[config.mk]
export PLATFORM = sky130hd
export DESIGN_NAME = bfmv_mul
export DESIGN_NICKNAME = d
export VERILOG_FILES = /design/src/hdl/bfmv_pkg.sv /design/src/hdl/bfmv_mul.sv
export SDC_FILE = /design/constraint.sdc
export NUM_CORES = 1
export LEC_CHECK = 0
export CORE_MARGIN = 5
export CORE_UTILIZATION = 40
export CTS_BUF_LIST = sky130_fd_sc_hd__clkbuf_8
export CTS_CLUSTER_SIZE = 30
export DETAILED_ROUTE_END_ITERATION = 10
export DONT_BUFFER_PORTS = 1
export HOLD_SLACK_MARGIN = 0.03
export PLACE_DENSITY = 0.58
export SKIP_LAST_GASP = 1
export SLEW_MARGIN = 20
export SYNTH_ARGS = -nofsm -noshare
export SYNTH_HDL_FRONTEND = slang
export SYNTH_SLANG_ARGS = --single-unit
[constraint.sdc]
create_clock -name clock -period 8.3 [get_ports clock]
set_clock_uncertainty 0.15 [all_clocks]
set_input_delay 0.83 -clock clock [delete_from_list [all_inputs] [get_ports clock]]
set_output_delay 0.83 -clock clock [all_outputs]
set_load 0.05 [all_outputs]
[src/hdl/bfmv_pkg.sv]
// Shared types and constants for the bfloat16 matrix-vector product block.
`timescale 1ns / 1ps
package bfmv_pkg;

   localparam int MAX_COLS_DEF = 1024;
   localparam int BF16_W       = 16;
   localparam int ROWS_W       = 16;
   localparam int COLS_CFG_W   = 11;
   localparam int INDEX_W      = 17;
   localparam int CSR_IDX_W    = 2;
   localparam int CSR_DATA_W   = 16;

   localparam logic [CSR_IDX_W-1:0] CSR_NUM_ROWS      = 2'd0;
   localparam logic [CSR_IDX_W-1:0] CSR_NUM_COLS      = 2'd1;
   localparam logic [CSR_IDX_W-1:0] CSR_OUTPUT_OFFSET = 2'd2;

   localparam logic [31:0] F32_QNAN  = 32'h7FC0_0000;
   localparam logic [31:0] F32_INF   = 32'h7F80_0000;
   localparam logic [15:0] BF16_QNAN = 16'h7FC0;

   // Per-element tag that rides along the arithmetic pipeline.
   typedef struct packed {
      logic                end_row;
      logic                last_row;
      logic [INDEX_W-1:0]  index;
   } row_tag_type;

endpackage

[src/hdl/bfmv_mul.sv]
// Exact bfloat16 product, then rounding of the product to binary32; two stages.
`timescale 1ns / 1ps
module bfmv_mul (
   input  logic                        clock,
   input  logic                        reset,
   input  logic                        adv,
   input  logic                        in_valid,
   input  bfmv_pkg::row_tag_type       in_tag,
   input  logic [bfmv_pkg::BF16_W-1:0] a_value,
   input  logic [bfmv_pkg::BF16_W-1:0] b_value,
   output logic                        out_valid,
   output bfmv_pkg::row_tag_type       out_tag,
   output logic [31:0]                 out_prod
);

   // product stage
   logic                  p_valid_ff;
   bfmv_pkg::row_tag_type p_tag_ff;
   logic                  p_sign_ff, p_sign_in;
   logic                  p_nan_ff, p_nan_in;
   logic                  p_inf_ff, p_inf_in;
   logic                  p_zero_ff, p_zero_in;
   logic [8:0]            p_exp_ff, p_exp_in;
   logic [15:0]           p_mant_ff, p_mant_in;

   // rounded stage
   logic                  f_valid_ff;
   bfmv_pkg::row_tag_type f_tag_ff;
   logic [31:0]           f_prod_ff, f_prod_in;

   logic [7:0] ea, eb;
   logic       a_nan, b_nan, a_inf, b_inf, a_zero, b_zero;

   always_comb begin
      ea     = a_value[14:7];
      eb     = b_value[14:7];
      a_nan  = (&ea) && (|a_value[6:0]);
      b_nan  = (&eb) && (|b_value[6:0]);
      a_inf  = (&ea) && !(|a_value[6:0]);
      b_inf  = (&eb) && !(|b_value[6:0]);
      a_zero = !(|a_value[14:0]);
      b_zero = !(|b_value[14:0]);
      p_sign_in = a_value[15] ^ b_value[15];
      p_nan_in  = a_nan || b_nan || (a_inf && b_zero) || (b_inf && a_zero);
      p_inf_in  = a_inf || b_inf;
      p_zero_in = a_zero || b_zero;
      p_exp_in  = {1'b0, (ea == 8'd0) ? 8'd1 : ea} + {1'b0, (eb == 8'd0) ? 8'd1 : eb};
      p_mant_in = {|ea, a_value[6:0]} * {|eb, b_value[6:0]};
   end

   // Value is mant * 2^(exp - 268); normalise and pack, shifting right with
   // nearest-even rounding when the product lands below the normal range.
   logic [4:0]         lz;
   logic [15:0]        norm;
   logic signed [10:0] be;
   logic [10:0]        neg_be;
   logic [4:0]         sh;
   logic [47:0]        wide;
   logic               up;
   logic [23:0]        frac;

   always_comb begin
      lz = 5'd0;
      for (int i = 0; i < 16; i++) begin
         if (p_mant_ff[i]) begin
            lz = 5'(15 - i);
         end
      end
      norm   = p_mant_ff << lz;
      be     = $signed({2'b00, p_exp_ff}) - 11'sd126 - $signed({6'b0, lz});
      neg_be = 11'(-be);
      sh     = (be < 0 && neg_be > 11'd25) ? 5'd25 : (be < 0 ? neg_be[4:0] : 5'd0);
      wide   = {norm, 7'b0, 25'b0} >> sh;
      up     = wide[24] && ((|wide[23:0]) || wide[25]);
      frac   = {1'b0, wide[47:25]} + {23'b0, up};
      if (p_nan_ff) begin
         f_prod_in = bfmv_pkg::F32_QNAN;
      end else if (p_inf_ff) begin
         f_prod_in = {p_sign_ff, bfmv_pkg::F32_INF[30:0]};
      end else if (p_zero_ff) begin
         f_prod_in = {p_sign_ff, 31'b0};
      end else if (be >= 11'sd255) begin
         f_prod_in = {p_sign_ff, bfmv_pkg::F32_INF[30:0]};
      end else if (be >= 11'sd1) begin
         f_prod_in = {p_sign_ff, be[7:0], norm[14:0], 8'b0};
      end else begin
         f_prod_in = {p_sign_ff, 7'b0, frac};
      end
   end

   always_ff @(posedge clock) begin
      if (reset) begin
         p_valid_ff <= 1'b0;
         f_valid_ff <= 1'b0;
      end else if (adv) begin
         p_valid_ff <= in_valid;
         f_valid_ff <= p_valid_ff;
      end
   end

   always_ff @(posedge clock) begin
      if (adv) begin
         p_tag_ff  <= in_tag;
         p_sign_ff <= p_sign_in;
         p_nan_ff  <= p_nan_in;
         p_inf_ff  <= p_inf_in;
         p_zero_ff <= p_zero_in;
         p_exp_ff  <= p_exp_in;
         p_mant_ff <= p_mant_in;
         f_tag_ff  <= p_tag_ff;
         f_prod_ff <= f_prod_in;
      end
   end

   assign out_valid = f_valid_ff;
   assign out_tag   = f_tag_ff;
   assign out_prod  = f_prod_ff;

endmodule

==> metrics.yaml <==
cts_sinks: 101
critPathKind: "reg2reg"
rsz0062_at_grt: "no"
peakVddDrop_v: 0.000143
grt_pass1_wl_mm: 40.9
tns_ps: 0
syn_area_per_cell_um2: 9.09
clockBufferDepth: 2
finalMaxSlewViolations: 0
hold_path_startpoint: "p_tag_ff[4]"
ys_seq_area_frac: 0.311
grt_pass1_vias: 7781
async_reset_ff_frac: 0
synthSimpleGateAreaFrac: 0.200
cts_hold_buf: 0
crit_path_start: "p_mant_ff[15]"
cts-root-buf: "clkbuf_8"
dp_hpwl_mm: 19.6
die_area_mm2: 0.0274
drt_iter0_drc: 610
dr_total_vias: 7873
ant_nets: 0
core_area_mm2: 0.0241
htree_levels: 3
worst_pin_slew_ps: 1000
syn_to_final_growth_pct: 4.91
grt_overflow: 0
routabilityCongestion: 0.938
grt_use_met1: 0.231
drt_first_pass_iters: 5
max_slew_margin: 0.328
synth_seq_cells: 101
synth_compound_area_frac: 0.209
grtUsageMet2: 0.305
final_nets: 1179
drc: 0
wl_mm: 24.9
synthTopCellsByArea: "edfxtp_1, fa_1, ha_1, nor2_1, a21oi_1"
die_width_um: 166
max_freq_mhz: 131
grt-busiest-layer: "met2"
clk_latency_ps: 380
hold_viol_final: 0
synth-xor-area-share: 0.0416
cts_made_buffers: 9
min_period_ps: 7620
r2r_start: "p_mant_ff[15]"
worstPathMaxFanout: 16
final_cell_area_mm2: 0.0102
start_util: 0.402
synth.area.mux_share: 0.0276
syn_nets: 1212
setup_viol: 0
drv_cap: 0
cp.required_ps: 8290
diodes: 0
drive_gt1_frac: 0.0780
grt_max_degree: 102
fillCellCount: 2476
cts_tree: "yes"
p_leak_nw: 3.88
grt_use_total: 0.178
synthesis.instances: 1066
placed_area_mm2: 0.00990
synth_top_family_by_area: "compound AO/OA/AOI/OAI gates"
synth_top_area_frac: 0.307
port_buffers: 0
synthDistinctLibCells: 85
viasPerCell: 5.78
dp_cells: 1344
netlist_area_mm2: 0.00969
outcome: "finished clean"
yosys_warnings: 0
use_met3: 0.0265
synth-edff-count: 99
power_density_mw_per_mm2: 363
synth_fa_ha_area_frac: 0.147
wl_per_cell_um: 18.3
arrival_ps: 7610
crit_path_end_kind: "flop"
instances_no_fill: 1362
antenna_found_initial: 0
fp-row-count: 57
finalWorstSetupSlack_ps: 680
fin_crit_sh: 0.918
fp.dieH_um: 166
hold_path.class: "reg2reg"
synth_ff_type: "edfxtp_1"
synth_largest_area_cell: "edfxtp_1"
startpoint_type: "flop"
hold_ws_ps: 266
io_pins: 107
clk_pin_slew_ps: 110
place_ws_ps: 338
## timing repair
action                     CTS  global route
resized for setup            0             2
buffers inserted             0             2
setup endpoints to repair    0             6
## per-stage QoR
step                      total power, W  utilization
after floorplan                  0.00267            -
after global placement           0.00327        0.411
after detailed placement         0.00327        0.411
after CTS                        0.00365        0.420
after global routing             0.00397        0.422
final                            0.00369        0.422
## where the power goes
| group | leakage [nW] | internal, W | switching (W) |
|---|---|---|---|
| Sequential | 0.999 | 0.000666 | 0.000141 |
| Combinational | 2.77 | 0.000888 | 0.00164 |
| Clock | 0.112 | 0.000174 | 0.000183 |
| Total | 3.88 | 0.00173 | 0.00196 |
## layout make-up
| cell class | instances | area, µm² | area share |
|---|---|---|---|
| Sequential cell | 101 | 3010 | 0.297 |
| Tap cell | 324 | 405 | 0.0399 |
| Clock buffer | 9 | 124 | 0.0122 |
| Multi-Input combinational cell | 820 | 6070 | 0.597 |
| Timing Repair Buffer | 18 | 135 | 0.0133 |
| Clock inverter | 7 | 105 | 0.0103 |
| Inverter | 83 | 313 | 0.0308 |
## critical path: stages (launching register included)
cell and delay [ps]:
edfxtp_1 550, or4_4 660, nor4b_4 370, and2_1 370, inv_1 210, ha_1 360, o21a_1 160, o31a_1 210
o21ai_0 110, a21boi_0 470, o211ai_1 320, a21oi_4 490, nand2_2 260, or3_1 520, nand3_1 150, o2111ai_1 140
a2bb2oi_2 250, ha_1 280, nand3_1 110, o2bb2a_4 220, a21oi_4 200, o2111ai_4 190, nor4_1 370, xnor2_1 160
o22ai_1 100
## metal layers
metal	vias to the layer above	routed length, µm
li1	3820	-
met1	3723	10900
met2	273	12000
met3	57	1250
met4	0	692
met5	-	0
## final timing paths
| kind | endpoint | slack [ps] | cells past startpoint |
|---|---|---|---|
| worst min-delay path | out_tag[4] | 270 | 0 |
| worst max register to register | out_prod[12] | 680 | 24 |
| worst min register to register | out_tag[4] | 270 | 0 |
| worst max-delay path | out_prod[12] | 680 | 24 |
## logic make-up (layout without fill, tap and decap cells)
family                   Yosys count  after routing
AO/OA/AOI/OAI                    279            279
XOR/XNOR                          46             46
adder cells (fa/ha/maj)           91             91
buffers and inverters            145            117
flip-flops                       101            101
multiplexers                      26             26
AND/OR/NAND/NOR                  378            378
## registers in the layout, summed over array words and instances (netlist names)
signal,cells
out_prod,32
out_tag,19
p_tag_ff,19
p_mant_ff,16
p_exp_ff,9
out_valid,1
p_inf_ff,1
p_nan_ff,1
p_sign_ff,1
p_valid_ff,1
p_zero_ff,1
## layout by cell type (no fill, tap or decap), types with 23 or more instances in the layout
cell type,Yosys,routed
nand3_1,26,26
o21ai_0,51,51
nor2_1,96,96
ha_1,53,53
and2_1,51,51
nor4_1,23,23
inv_1,80,80
nor3_1,25,25
edfxtp_1,99,99
a21oi_1,67,67
nand2_1,76,76
fa_1,38,38
xnor2_1,26,26
## synthesized netlist by cell type, types with 4 or more instances
cell and number:
edfxtp_1 99, nor2_1 96, inv_1 80, nand2_1 76, a21oi_1 67, ha_1 53
and2_1 51, o21ai_0 51, clkbuf_1 39, fa_1 38, nand3_1 26, xnor2_1 26
nor3_1 25, nor4_1 23, mux2i_1 20, xor2_1 20, a211oi_1 19, nand4_1 17
o21bai_1 12, nand2b_1 11, o211ai_1 11, buf_2 10, and3_1 9, nor2b_1 9
o22ai_1 9, or3_1 9, a21o_1 8, o21a_1 8, a221oi_1 6, a22o_1 6
buf_4 6, mux2_2 6, a22oi_1 5, a31oi_1 5, or2_2 5, a2111oi_0 4
a211o_1 4, a31o_2 4, buf_6 4, o21ai_1 4, o31a_1 4, o32a_1 4
Power figures use the tool's default switching activity.
